File: src/chained_hash_map_engine_core_defines.svh
// assertion macros shared by the hash map engine rtl
// no dependencies; included by the top level
`ifndef CHAINED_HASH_MAP_ENGINE_CORE_DEFINES_SVH
`define CHAINED_HASH_MAP_ENGINE_CORE_DEFINES_SVH

// same-cycle implication, disabled while reset is low
`define CMH_ASSERT_SAME(label, clk, rst_n, ante, cons) \
    label: assert property (@(posedge clk) disable iff (!(rst_n)) (ante) |-> (cons)) \
        else $error("hash map engine check failed");

// next-cycle implication, disabled while reset is low
`define CMH_ASSERT_NEXT(label, clk, rst_n, ante, cons) \
    label: assert property (@(posedge clk) disable iff (!(rst_n)) (ante) |=> (cons)) \
        else $error("hash map engine check failed");

`endif

File: src/cmh_ram.sv
// generic single write, single read ram with registered read data
// no dependencies
module cmh_ram #(
    parameter int WIDTH = 8,
    parameter int DEPTH = 256
) (
    input  logic                     i_clk,
    input  logic                     i_we,
    input  logic [$clog2(DEPTH)-1:0] i_waddr,
    input  logic [WIDTH-1:0]         i_wdata,
    input  logic [$clog2(DEPTH)-1:0] i_raddr,
    output logic [WIDTH-1:0]         o_rdata
);

    logic [WIDTH-1:0] r_mem [DEPTH];
    logic [WIDTH-1:0] r_rdata;

    // write port and registered read port
    always_ff @(posedge i_clk) begin
        if (i_we) begin
            r_mem[i_waddr] <= i_wdata;
        end
        r_rdata <= r_mem[i_raddr];
    end

    assign o_rdata = r_rdata;

endmodule

File: config.mk
export PLATFORM = sky130hd
export DESIGN_NAME = cmh_ram
export DESIGN_NICKNAME = d
export VERILOG_FILES = /design/src/chained_hash_map_engine_core_defines.svh /design/src/cmh_ram.sv
export SDC_FILE = /design/constraint.sdc
export NUM_CORES = 2
export LEC_CHECK = 0
export ABC_CLOCK_PERIOD_IN_PS = 2400
export BUFFER_PORTS_ARGS = -buffer_cell sky130_fd_sc_hd__buf_2
export CAP_MARGIN = 20
export CORE_UTILIZATION = 57
export CTS_CLUSTER_DIAMETER = 100
export DETAILED_ROUTE_END_ITERATION = 6
export GPL_ROUTABILITY_DRIVEN = 0
export GPL_TIMING_DRIVEN = 0
export PLACE_DENSITY_LB_ADDON = 0.1
export SYNTH_ARGS = -nofsm -noshare
export SYNTH_HDL_FRONTEND = slang
export SYNTH_SLANG_ARGS = --single-unit
File: constraint.sdc
create_clock -name i_clk -period 2.4 [get_ports i_clk]
set_input_delay 0.48 -clock i_clk [delete_from_list [all_inputs] [get_ports i_clk]]
set_output_delay 0.48 -clock i_clk [all_outputs]
set_load 0.05 [all_outputs]
==> results by group <==
Setup path
  • Kind of critical path: input pin to flip-flop
  • Critical R2R Launch: r_mem[163][2]$_DFFE_PP_
  • R2r setup slk: -0.08 ns
  • Arr. time, crit path: roughly 3.1 ns
  • CP Launch Type: input pin
  • Worst Path Required: about 2.9 ns
  • Worst r2r dst: o_rdata[2]$_DFF_P_
  • Crit path max fanout: 10
  • CP Capture Type: flip-flop
  • Worst R2R Path Depth: 7

Routing
  • DRT iter0 DRCs: 6865
  • Post-route ant nets: 0
  • Final wirelength: around 240 mm
  • DRC: 0
  • DR vias/cell: just under 7
  • Initial DRT Pass Iterations: 7
  • Drt wl/cell: between 30 and 40 um
  • Routed via count: roughly 42000

Logic synthesis
  • Simple-gate share of the synthesized area: 2.63%
  • Top_reg_cell synth: edfxtp_1
  • Post-Synth Adder-Cell Area: 0%
  • Synth Instances: between 3000 and 4000
  • Mux cell area share after synthesis: between 10% and 20%
  • Top-area cell type share of the netlist area: a little under 80%
  • Seq/Total Area, Yosys: 77.5%
  • Synthesized area: just under 0.08 mm^2
  • Largest family of logic cells by synthesized area: multiplexers
  • Area contributors post-synth: edfxtp_1 77%, mux4_2 13%, mux2i_1 1.7%, nor2_1 1.3%, a22oi_1 1.3%
  • Synth cell types: 55
  • Ys Warns: 0
  • Yosys top cell by area: edfxtp_1
  • Flops & latches, synth: 2056
  • Synth async-reset ratio: 0%
  • Post-synthesis compound-gate area fraction: between 3 and 4%
  • XOR/XNOR Fraction of Synth Area: 0%
  • Mapped Nets: 3759
  • Syn_area_per_cell: 21.3 um^2
  • EDFF count, synth: between 2000 and 2500

Finish
  • Post-layout util: about two thirds
  • Layout Cells excl Fill: 6038
  • Final #Nets: roughly 4000
  • Most common cell after layout, fill and taps aside: edfxtp_1
  • Most frequent cells in the layout: 2048 x edfxtp_1, 454 x mux4_2, 210 x clkbuf_16, 131 x mux2i_1, 128 x a22oi_1
  • Layout cells sized above 1: 30.7%
  • P&R area growth vs syn: 15.0%

Clocking
  • Clock Tree Buf Depth: 3
  • CTS HTree Levels: 4
  • Hold-fix buffers, CTS: 0
  • CTS tree: built
  • CTS buffer count: 200
  • CTS Sinks: 2056
  • Root buffer cell: clkbuf_16
  • Worst-Skew Late Latency: about 0.84 ns
  • Clock transition at the registers of the reported paths: 0.06 ns

Power and ir drop
  • Internal power: around 0.058 W
  • Overall power: around 0.074 W
  • Combinational share of power: about 6.5%
  • Net Sw Frac: between 20 and 25%
  • Power per Cell Area: 810 mW/mm^2
  • Switching power: around 0.017 W
  • Worst VDD drop: approximately 740 uV
  • Reg power frac: between 50% and 60%
  • Clock power share: 40.0%
  • Total leakage power: roughly 28 nW

Timing
  • Slew Viols, Final: 0
  • Final cycle utilization of the critical path: 109%
  • Final worst setup slack: -0.226 ns
  • Fin Clk Skew: 0.0231 ns
  • Fin. Hold Viols: 0
  • Highest clock rate: about 0.38 GHz
  • # setup viols final: between 200 and 250
  • RSZ-0062 raised after global routing: yes
  • Final min period: around 2.6 ns
  • Worst slew pin tran: about 1.4 ns
  • Relative slew margins: under 10%

Global routing
  • Total gr overflow: 0
  • Largest net degree at the start of global routing: about 160
  • Overall routing resource usage: around a third
  • First-pass GRT wire length: around 320 mm
  • Vias in the first global route: around 40000
  • Initial antenna violation count: 17

Worst hold path
  • Hold path depth: 1
  • Min-Delay Endpoint: r_mem[121][6]$_DFFE_PP_
  • Hold_sp: i_wdata[6]
  • Worst Hold Class: input pin to flip-flop

Status
  • Outcome: finished with violations
  • Failing checks: setup timing

Placement
  • Post-DP HPWL: ~150 mm
  • Placed cell count: 5648
  • Port-buffer cells: 26

Die
  • Die X: between 300 and 400 um
  • Row count: roughly 140
  • Height of the die: 376 um
  • Io pins: 34
  • Core ar.: between 0.1 and 0.15 mm^2
  • Initial core utilization: 57.6%
  • Die area: approximately 0.14 mm^2

Job
  • Max-Cap Viols: 0
==> how the worst max path moves through the flow <==
stage               start  slack (ns)                 endpoint  cells after the start
2_1_floorplan  i_raddr[0]      0.0004       o_rdata[2]$_DFF_P_                      7
3_3_place_gp   i_raddr[2]       -3.62       o_rdata[4]$_DFF_P_                      9
3_5_place_dp   i_raddr[4]       -2.65       o_rdata[1]$_DFF_P_                      8
4_1_cts        i_waddr[0]       -0.19  r_mem[209][0]$_DFFE_PP_                      6
5_1_grt        i_waddr[1]       -0.23  r_mem[122][2]$_DFFE_PP_                      6
6_report       i_waddr[3]       -0.23  r_mem[127][0]$_DFFE_PP_                      6
==> cell usage after synthesis (16+ instances only) <==
master and n:
o221ai_1 46, nor4_1 24, buf_1 22, nor2b_1 31, o22ai_1 28, buf_6 21
a211oi_1 16, nor3_1 22, clkbuf_1 111, buf_2 31, mux2i_1 134, a22oi_1 133
a21oi_1 96, edfxtp_1 2048, mux4_2 454, nor2_1 282, buf_4 27, nand2_1 33
nand3_1 34
==> state kept, by name, summed over array words and instances (netlist names) <==
name,cells
r_mem,2048
o_rdata,8
==> metal layers <==
| layer | part of all wire (%) | global-route usage [%] |
|---|---|---|
| met1 | 37 | 47.4 |
| met3 | 12 | 9.58 |
| met5 | 0.025 | 0 |
| met4 | 4.8 | 15.7 |
| met2 | 46 | 50.6 |
==> layout make-up <==
type	count	area (um^2)
Multi-Input combinational cell	1442	18200
Timing Repair Buffer	88	1020
Antenna cell	7	17.5
Sequential cell	2056	61700
Fill cell	8939	46600
Inverter	2	8.76
Buffer	227	2220
Clock inverter	96	661
Tap cell	1863	2330
Clock buffer	257	5350
==> metrics by stage <==
| stage | setup WS (ns) | area, um^2 | hold slack [ns] | setup TNS [ns] |
|---|---|---|---|---|
| floorplan | 0.000414 | 79600 | 0.579 | 0 |
| global placement | -3.62 | 82000 | 0.951 | -6904.09 |
| detailed placement | -2.65 | 82600 | 0.948 | -1738.62 |
| CTS | -0.191 | 90600 | 0.0799 | -7.92 |
| global route | -0.228 | 91400 | 0.122 | -18.30 |
| finish | -0.226 | 91500 | 0.0956 | -21.20 |
==> timing repair <==
| action | CTS | global route |
|---|---|---|
| pin swaps | 31 | 25 |
| gates resized for setup | 539 | 148 |
| gates cloned | 0 | 3 |
| buffers inserted | 11 | 23 |
| setup endpoints to repair | 1256 | 1088 |
==> kinds of logic after synthesis <==
logic type	Yosys count
multiplexers	591
flip-flops	2056
AO/OA/AOI/OAI	385
AND/OR/NAND/NOR	466
buffers and inverters	235
==> power by group through the flow <==
| stage | clock, W | combinational, W | sequential [W] |
|---|---|---|---|
| floorplan | 0 | 0.00193 | 0.0405 |
| global placement | 0 | 0.00407 | 0.0405 |
| detailed placement | 0 | 0.00421 | 0.0404 |
| CTS | 0.0296 | 0.00460 | 0.0396 |
| global route | 0.0308 | 0.00488 | 0.0396 |
| finish | 0.0296 | 0.00482 | 0.0396 |
==> worst max-delay path, stage by stage <==
cell,delay (ns)
clkbuf_1,0.38
nand4_1,0.40
inv_1,0.15
nand2_1,0.35
clkbuf_4,0.56
nor2_1,0.73
(Power assumes the default switching activity.)
