## src/chained_hash_map_engine_core_defines.svh

```systemverilog
// assertion macros shared by the hash map engine rtl
// no dependencies; included by the top level
`ifndef CHAINED_HASH_MAP_ENGINE_CORE_DEFINES_SVH
`define CHAINED_HASH_MAP_ENGINE_CORE_DEFINES_SVH

// same-cycle implication, disabled while reset is low
`define CMH_ASSERT_SAME(label, clk, rst_n, ante, cons) \
    label: assert property (@(posedge clk) disable iff (!(rst_n)) (ante) |-> (cons)) \
        else $error("hash map engine check failed");

// next-cycle implication, disabled while reset is low
`define CMH_ASSERT_NEXT(label, clk, rst_n, ante, cons) \
    label: assert property (@(posedge clk) disable iff (!(rst_n)) (ante) |=> (cons)) \
        else $error("hash map engine check failed");

`endif

```

## src/cmh_pkg.sv

```systemverilog
// shared types and constants for the chained hash map engine
// no dependencies
package cmh_pkg;

    localparam int KEY_W    = 32;
    localparam int VAL_W    = 32;
    localparam int IDX_W    = 9;            // entry index plus the empty code
    localparam int ADDR_W   = 8;            // entry / bucket address
    localparam int DVD_W    = 64;           // widened key
    localparam int CNT_W    = 9;
    localparam int MAX_ENTRIES = 256;
    localparam int MAX_BUCKETS = 256;

    localparam logic [IDX_W-1:0] NO_ENTRY     = 9'd256;
    localparam logic [CNT_W-1:0] BUCKET_RESET = 9'd16;
    localparam logic [CNT_W-1:0] BUCKET_MAX   = 9'd256;

    typedef enum logic [1:0] {
        OP_PUT    = 2'd0,
        OP_GET    = 2'd1,
        OP_REMOVE = 2'd2,
        OP_RESIZE = 2'd3
    } t_op;

    typedef enum logic [1:0] {
        ST_OK    = 2'd0,
        ST_FULL  = 2'd1,
        ST_BAD   = 2'd2,
        ST_SPARE = 2'd3
    } t_status;

    // request to the shared modulo unit
    typedef struct packed {
        logic              start;
        logic [DVD_W-1:0]  dividend;
        logic [CNT_W-1:0]  divisor;
    } t_mod_req;

    // response from the shared modulo unit
    typedef struct packed {
        logic              done;
        logic [ADDR_W-1:0] rem;
    } t_mod_rsp;

endpackage

```

## src/cmh_mod.sv

```systemverilog
// shared bit-serial modulo unit: widened key modulo a bucket count
// depends on cmh_pkg
module cmh_mod (
    input  logic              i_clk,
    input  logic              i_rst_n,
    input  cmh_pkg::t_mod_req i_req,
    output cmh_pkg::t_mod_rsp o_rsp
);

    logic                        r_busy, n_busy;
    logic                        r_done, n_done;
    logic [5:0]                  r_cnt, n_cnt;
    logic [cmh_pkg::DVD_W-1:0]   r_dvd, n_dvd;
    logic [cmh_pkg::CNT_W-1:0]   r_dsr, n_dsr;
    logic [cmh_pkg::CNT_W-1:0]   r_rem, n_rem;
    logic [cmh_pkg::CNT_W:0]     trial;

    // one restoring step per cycle, msb of the dividend first
    always_comb begin
        trial  = {r_rem, r_dvd[cmh_pkg::DVD_W-1]};
        n_busy = r_busy;
        n_done = 1'b0;
        n_cnt  = r_cnt;
        n_dvd  = r_dvd;
        n_dsr  = r_dsr;
        n_rem  = r_rem;
        if (i_req.start) begin
            n_busy = 1'b1;
            n_cnt  = '1;
            n_dvd  = i_req.dividend;
            n_dsr  = i_req.divisor;
            n_rem  = '0;
        end else if (r_busy) begin
            n_dvd = {r_dvd[cmh_pkg::DVD_W-2:0], 1'b0};
            if (trial >= {1'b0, r_dsr}) begin
                n_rem = cmh_pkg::CNT_W'(trial - {1'b0, r_dsr});
            end else begin
                n_rem = trial[cmh_pkg::CNT_W-1:0];
            end
            n_cnt = r_cnt - 6'd1;
            if (r_cnt == 6'd0) begin
                n_busy = 1'b0;
                n_done = 1'b1;
            end
        end
    end

    always_ff @(posedge i_clk) begin
        if (!i_rst_n) begin
            r_busy <= 1'b0;
            r_done <= 1'b0;
            r_cnt  <= '0;
        end else begin
            r_busy <= n_busy;
            r_done <= n_done;
            r_cnt  <= n_cnt;
        end
        r_dvd <= n_dvd;
        r_dsr <= n_dsr;
        r_rem <= n_rem;
    end

    assign o_rsp.done = r_done;
    assign o_rsp.rem  = r_rem[cmh_pkg::ADDR_W-1:0];

endmodule
```

## config.mk

```make
export PLATFORM = sky130hd
export DESIGN_NAME = cmh_mod
export DESIGN_NICKNAME = d
export VERILOG_FILES = /design/src/chained_hash_map_engine_core_defines.svh /design/src/cmh_pkg.sv /design/src/cmh_mod.sv
export SDC_FILE = /design/constraint.sdc
export NUM_CORES = 1
export LEC_CHECK = 0
export ABC_AREA = 1
export BUFFER_PORTS_ARGS = -buffer_cell sky130_fd_sc_hd__buf_4
export CAP_MARGIN = 20
export CORE_ASPECT_RATIO = 2
export CORE_MARGIN = 2
export CORE_UTILIZATION = 25
export CTS_CLUSTER_SIZE = 16
export DETAILED_ROUTE_END_ITERATION = 12
export SYNTH_ARGS = -nofsm -noshare
export SYNTH_HDL_FRONTEND = slang
export SYNTH_SLANG_ARGS = --single-unit
```

## constraint.sdc

```tcl
create_clock -name i_clk -period 3.4 [get_ports i_clk]
set_input_delay 0.68 -clock i_clk [delete_from_list [all_inputs] [get_ports i_clk]]
set_output_delay 0.68 -clock i_clk [all_outputs]
set_load 0.02 [all_outputs]
```

==> results of run 1 <==
==> final timing paths <==
kind / start / to / slack, ns / cells after the start
worst max-delay path: r_dvd[63] / r_rem[3] / 1.07 / 13
worst min-delay path: r_cnt[3] / r_cnt[3] / 0.48 / 2
worst max register to register: r_dvd[63] / r_rem[3] / 1.07 / 13
worst min register to register: r_cnt[3] / r_cnt[3] / 0.48 / 2
==> critical path, cell delays in order, from the launching register on <==
cell	delay [ns]
edfxtp_1	0.37
inv_1	0.10
ha_1	0.15
inv_1	0.06
fa_1	0.40
nand2_1	0.09
nand2_2	0.08
nand3_2	0.08
nand2_1	0.07
nand2_1	0.36
nand2_2	0.22
nand2_1	0.11
nand3_1	0.09
o21ai_2	0.08
==> power groups by stage <==
stage / clock network, W / logic, W / registers [W]
after global routing: 0.00107 / 0.000375 / 0.00136
final: 0.000992 / 0.000326 / 0.00135
after floorplan: 0 / 0.000205 / 0.00136
after detailed placement: 0 / 0.000334 / 0.00137
after global placement: 0 / 0.000330 / 0.00137
after CTS: 0.00103 / 0.000336 / 0.00135
==> cells in the final DEF, fill, tap and decap left out, drive strengths merged <==
master	synthesis	layout
nand2	245	245
buf	21	89
edfxtp	73	73
inv	45	50
nand3	25	25
dfxtp	17	17
ha	11	11
nor2	11	11
clkbuf	6	10
o21ai	10	10
a21oi	7	7
nand3b	4	4
nor3	2	2
xnor2	2	2
xor2	2	2
a221oi	1	1
a211oi	1	1
and3	1	1
nand4	1	1
a31oi	1	1
fa	1	1
clkinv	0	1
==> through the flow <==
step / hold slack (ns) / power [W]
2_1_floorplan: 0.444 / 0.00157
3_3_place_gp: 0.469 / 0.00170
4_1_cts: 0.484 / 0.00271
5_1_grt: 0.487 / 0.00280
6_report: 0.482 / 0.00267
3_5_place_dp: 0.472 / 0.00171
==> per-layer routing <==
metal | wire length (um) | share of wire, % | global-route usage, % | vias to the layer above
met5 | 0 | 0 | 0 | -
met2 | 5390 | 56 | 20.2 | 59
met4 | 359 | 3.8 | 6.20 | 0
li1 | - | - | - | 1691
met1 | 3470 | 36 | 10.3 | 1485
met3 | 331 | 3.5 | 2.20 | 17
==> final cells by class <==
type / count / area (um^2)
Clock buffer: 10 / 250
Clock inverter: 6 / 52.6
Fill cell: 1845 / 11800
Inverter: 45 / 169
Multi-Input combinational cell: 325 / 1480
Sequential cell: 90 / 2530
Tap cell: 210 / 263
Timing Repair Buffer: 89 / 681
==> kinds of logic after synthesis <==
group | count (synthesis) | synth area share [%]
adder cells (fa/ha/maj) | 12 | 3.62
AO/OA/AOI/OAI | 20 | 2.73
buffers and inverters | 72 | 7.76
XOR/XNOR | 4 | 0.805
AND/OR/NAND/NOR | 289 | 26.9
flip-flops | 90 | 58.2
==> flip-flops by register name, summed over array words and instances, names as in the netlist <==
name and count:
r_done 1, r_rem 9, r_busy 1, r_dvd 64
r_cnt 6, r_dsr 9
==> summary.txt, run 1 <==
Timing
  – Highest clock rate: around 430 MHz
  – Max-slew headroom: between 50 and 60%
  – Minimum clock period: around 2.3 ns
  – Final setup violation count: 0
  – Worst-margin pin slew: between 0.7 and 0.8 ns
  – RSZ-0062 raised after global routing: no
  – Final hold violations: 0
  – Skew final: 0.0106 ns
  – Final period util: about two thirds
  – Final-report max-slew violation count: 0
  – Setup TNS: 0 ns
  – PnR worst setup slack: ~1.1 ns

Die
  – Site Rows: a little under 70
  – Die Footprint: 18500 um^2
  – Ports: between 80 and 90
  – Initial core utilization: 25.3%
  – Die Span Y: 191 um
  – Core area: 17200 um^2
  – Die X-Extent: approximately 97 um

CTS
  – # resized after CTS: 0
  – Clock-pin slew on the worst setup and hold paths: ~0.07 ns
  – CTS tree: built
  – Sink Count: 90
  – Htree depth: 3
  – CTS max path bufs: 2
  – CTS root buf: clkbuf_16
  – CTS Buf Count: 9
  – Worst-skew pair later-pin latency: between 0.3 and 0.4 ns
  – Post-CTS Setup Bufs: 0
  – Hold Buf Count CTS: 0

Route
  – Via-to-Cell Ratio: about 4.2
  – Routed Antenna Nets: 0
  – DR WL/cell: around 12 um
  – Final wirelength: approximately 9500 um
  – Drt drc: 0
  – Drt first pass iters: 4
  – Initial DRC count: around 130
  – Vias post-DR: ~3300

Synthesis
  – Syn Area/Cell: around 8.9 um^2
  – #FFs+latches synth: 90
  – Synthesis Warnings: 0
  – Top-count cell post-synth: nand2_1
  – Cell taking the most area after synthesis: edfxtp_1
  – Synthesized area: around 4400 um^2
  – Top post-synthesis cells by count: nand2_1 (242), edfxtp_1 (73), inv_1 (45)
  – Post-synth EDFFs: 73
  – Top-area cell type share of the netlist area: about half
  – Sequential element share of the synthesized area: slightly below 60%
  – Post-Syn Instances: about 500
  – Unique cell type count in the Yosys netlist: 29
  – Syn_nets: about 580
  – Main synth FF type: edfxtp_1
  – Async S/R FF share, synth: 0%
  – Synth top area cells: edfxtp_1 (50%), nand2_1 (21%), dfxtp_1 (7.8%), inv_1 (3.9%), ha_1 (3.2%)

GRT
  – Largest net degree at the start of global routing: 44
  – Number of global-route vias before repair: 3290
  – Gr ovfl total: 0
  – Global-route wire length before repair: around 15000 um
  – GRT Util Overall: about a tenth
  – Initial antenna violation count: 0

Cells and area
  – Area grow syn2layout: 24.7%
  – N_diodes: 0
  – Design area: approximately 5400 um^2
  – Share of cells above drive strength 1: between 20% and 30%
  – Final #Nets: between 600 and 700
  – Non-Filler Instances: approximately 780
  – Final Core Density: about a third

Critical path
  – Required @ worst endpoint: between 3 and 4 ns
  – CP Class: reg -> reg
  – CP Capture Type: register
  – Worst setup SP type: register
  – CP arrival: between 2 and 3 ns
  – Critical Path Fanout Max: 11

Place
  – Post-Place Setup Slack: about 0.96 ns
  – Placed inst area: about 5100 um^2
  – Cells after DPL: roughly 760
  – Number of port buffers: between 80 and 90
  – HPWL Detailed: about 7100 um
  – RD Place Congestion: roughly 0.83

Pwr
  – Sequential fraction of design power: 50.6%
  – Worst VDD drop: between 0.2 and 0.25 mV
  – Switch share: between 20% and 30%
  – Pleak: roughly 2.6 nW
  – Pwr/cell area: slightly below 500 nW/um^2
  – Clk pwr share: a little under two fifths
  – Internal: roughly 0.002 W
  – Combinational group share of total power: between 10% and 20%
  – Switching power: 0.000655 W

Run
  – Max Cap Violations: 0

Worst hold path
  – Hold Crit Class: reg -> reg

Outcome
  – Outcome: finished clean
Power figures use the tool's default switching activity.
==> inputs of run 2 (changes only) <==
- ABC_AREA: 1 -> 0
- clock period: 3.4 -> 2.32 ns (I/O delays scaled with it)
==> summary.txt, run 2 <==
Outcome
  – Outcome: finished with violations
  – Failing checks: setup timing

Cells and area
  – Commonest non-fill, non-tap cell in the layout: buf_4
  – Largest Register: r_dvd
  – Most frequent cells in the layout: buf_4 (97), edfxtp_1 (73), mux2_2 (63)
  – Fillers: 1650 (-11%)
  – Area grow syn2layout: 29.6%
  – Max reg flops: 64 (unchanged)
  – Share of cells above drive strength 1: 50.4% (+29 points)
  – N_diodes: 0 (unchanged)
  – Largest regs: r_dvd x64, r_dsr x9, r_rem x9
  – Final #Nets: 478 (-26%)

Critical path
  – Critical Path Fanout Max: 7 (-4)
  – Worst setup SP type: register
  – Required @ worst endpoint: 2.53 ns (-1.14 ns)
  – CP arrival: 2.59 ns (about the same)
  – Critical Path Slowest Stage Cell: edfxtp_1
  – WP buf/inv: 3 (+1)
  – CP Capture Type: register
  – Critical path's most frequent cell: a211oi_4
  – CP max stage delay: 0.38 ns (-0.02 ns)
  – CP Cell Sequence: inv_1 > ha_2 > inv_2 > fa_2 > a211oi_4 > o31ai_4 > a211oi_4 > buf_12 > mux2i_4 > a211oi_2
  – Worst R2R Setup Slack: -0.05 ns (-1.13 ns)
  – CP top delay family: compound AO/OA/AOI/OAI gates
  – CP Class: reg -> reg

Timing
  – Final hold violations: 0 (unchanged)
  – Max-slew headroom: 68.6% (+17 points)
  – Highest clock rate: 421 MHz (-2.0%)
  – Final setup violation count: 4 (+4)
  – Skew final: 0.00867 ns (-0.00196 ns)
  – RSZ-0062 raised after global routing: yes
  – Final period util: 102% (+34 points)
  – PnR worst setup slack: -0.0541 ns (-1.13 ns)
  – Worst-margin pin slew: 0.465 ns (-0.254 ns)
  – Setup TNS: -0.0733 ns (-0.0733 ns)
  – Final-report max-slew violation count: 0 (unchanged)
  – Minimum clock period: 2.37 ns (+0.0477 ns)

Pwr
  – Worst VDD drop: 0.344 mV (+52%)
  – Switching power: 0.00101 W (+54%)
  – Switch share: 24.8% (+0.19 points)
  – Pleak: 2.19 nW (-17%)
  – Sequential fraction of design power: 49.3% (-1.3 points)
  – Clk pwr share: 32.7% (-4.5 points)
  – Internal: 0.00305 W (+52%)
  – Combinational group share of total power: 18.0% (+5.8 points)
  – Pwr/cell area: 740 nW/um^2 (+51%)

CTS
  – CTS Buf Count: 9 (unchanged)
  – Clock-pin slew on the worst setup and hold paths: 0.07 ns (about the same)
  – CTS tree: built
  – Sink Count: 90 (unchanged)
  – Htree depth: 3 (unchanged)
  – Worst-skew pair later-pin latency: 0.34 ns (about the same)
  – CTS max path bufs: 2 (unchanged)
  – CTS root buf: clkbuf_16

Route
  – Drt first pass iters: 4 (unchanged)
  – Via-to-Cell Ratio: 4.38 (+4.4%)
  – Routed Antenna Nets: 0 (unchanged)
  – Initial DRC count: 60 (-55%)
  – Drt drc: 0 (unchanged)
  – DR WL/cell: 14.6 um (+19%)
  – Final wirelength: 8790 um (-7.9%)
  – Vias post-DR: 2638 (-19%)

Synthesis
  – Post-synth EDFFs: 73 (unchanged)
  – Synth Area in Compound Gates: 5.41% (+2.7 points)
  – Async S/R FF share, synth: 0% (unchanged)
  – Post-Syn Instances: 301 (-38%)
  – Top post-synthesis cells by count: edfxtp_1 (73), mux2_2 (63), nor2_1 (26)
  – Unique cell type count in the Yosys netlist: 45 (+55%)
  – Synth Area in Adders: 3.72% (+0.10 points)
  – Synthesis Warnings: 0 (unchanged)
  – Xor/xnor share of the synthesized area: 2.28% (+1.5 points)
  – #FFs+latches synth: 90 (unchanged)
  – Synth top area cells: edfxtp_1 (52%), mux2_2 (17%), dfxtp_1 (8.0%), ha_1 (3.3%), nor2_1 (2.3%)
  – Cell taking the most area after synthesis: edfxtp_1
  – Top-area cell type share of the netlist area: 51.8% (+1.4 points)
  – Syn Area/Cell: 14.1 um^2 (+57%)
  – Synthesized area: 4230 um^2 (-2.7%)
  – Synth Area in Simple Gates: 6.56% (-20 points)
  – Top-count cell post-synth: edfxtp_1
  – Main synth FF type: edfxtp_1
  – Post-synthesis mux area share: 17.7% (+18 points)
  – Syn_nets: 389 (-32%)
  – Sequential element share of the synthesized area: 59.8% (+1.6 points)
  – Largest family of logic cells by synthesized area: multiplexers

Place
  – RD Place Congestion: 0.777 (-6.0%)
  – HPWL Detailed: 6180 um (-12%)
  – Post-Place Setup Slack: -0.0369 ns (-0.995 ns)
  – Number of port buffers: 84 (unchanged)

GRT
  – GRT Util Overall: 10.3% (-0.24 points)
  – Largest net degree at the start of global routing: 51 (+16%)
  – Gr ovfl total: 0 (unchanged)
  – Initial antenna violation count: 0 (unchanged)
  – Number of global-route vias before repair: 2907 (-12%)
  – Global-route wire length before repair: 14100 um (-7.9%)

Die
  – Ports: 85 (unchanged)
  – Die Span Y: 188 um (-1.3%)
  – Die X-Extent: 96.0 um (-1.3%)
  – Core area: 16700 um^2 (-2.9%)
  – Die Footprint: 18100 um^2 (-2.6%)
  – Site Rows: 67 (-1.5%)
  – Initial core utilization: 25.4% (+0.053 points)

Run
  – Max Cap Violations: 0 (unchanged)

Worst hold path
  – Hold Crit Class: in -> reg
==> run 2: cell types whose count changed after synthesis, moves of 5 or more <==
| cell | change |
|---|---|
| buf_2 | -9 |
| nor2_1 | +17 |
| inv_1 | -30 |
| nand3_1 | -19 |
| mux2_2 | +63 |
| nand2_1 | -236 |
| buf_1 | +5 |
==> run 2: logic make-up (layout without fill, tap and decap cells) <==
kind of cell    after synthesis  count (layout)
xor+xnor                     11              11
buf+inv                      38             132
flops                        90              90
compound gates               28              28
mux                          67              67
fa+ha+maj                    12              12
simple gates                 55              55
==> run 2: layer usage <==
layer  up-vias  routed length, um  GRT usage, %  share of wire [%]
li1       1278                  -             -                  -
met5         -                  0             0                  0
met1      1297               3320          10.8                 38
met4         0                201          5.66                2.3
met2        53               4850          18.2                 55
met3        10                419          2.53                4.8
==> run 2: area by class of cell <==
class                   count  area (um^2)  area share [%]
flip-flops and latches     90         2530            46.1
multi-input cells         173         1580            28.8
repair buffers            101          800            14.6
well taps                 207          259            4.72
clock buffers              10          229            4.17
inverters                  15         56.3            1.03
clock inverters             6         33.8           0.616
==> run 2: final timing paths <==
| kind | start | to | cells past startpoint |
|---|---|---|---|
| setup / recovery | r_dvd[63] | r_rem[1] | 10 |
| hold / removal | i_req[1] | r_dsr[1] | 1 |
| setup reg to reg | r_dvd[63] | r_rem[1] | 10 |
| hold reg to reg | r_dvd[5] | r_dvd[6] | 1 |
==> run 2: power by group through the flow <==
stage | clock [W] | combinational [W] | sequential (W)
3_3_place_gp | 0 | 0.000658 | 0.00203
4_1_cts | 0.00140 | 0.000727 | 0.00200
6_report | 0.00133 | 0.000732 | 0.00200
3_5_place_dp | 0 | 0.000674 | 0.00204
5_1_grt | 0.00144 | 0.000797 | 0.00202
2_1_floorplan | 0 | 0.000455 | 0.00201
==> run 2: repair_timing <==
action,in CTS,in global routing
pin swaps,8,9
gates cloned,1,0
hold buffers,0,0
endpoints found under the setup margin,7,9
setup buffers,2,2
resized for setup,9,6
==> run 2: metrics by stage <==
stage          instances  util, %  instance area [um^2]  hold WS [ns]  power (W)
6_report             602     32.9                  5490         0.299    0.00406
4_1_cts              601     32.7                  5460         0.279    0.00413
3_3_place_gp         582     30.7                  5120         0.524    0.00269
2_1_floorplan        301        -                  4230         0.485    0.00247
3_5_place_dp         582     30.7                  5120         0.533    0.00271
5_1_grt              602     32.9                  5490         0.280    0.00426
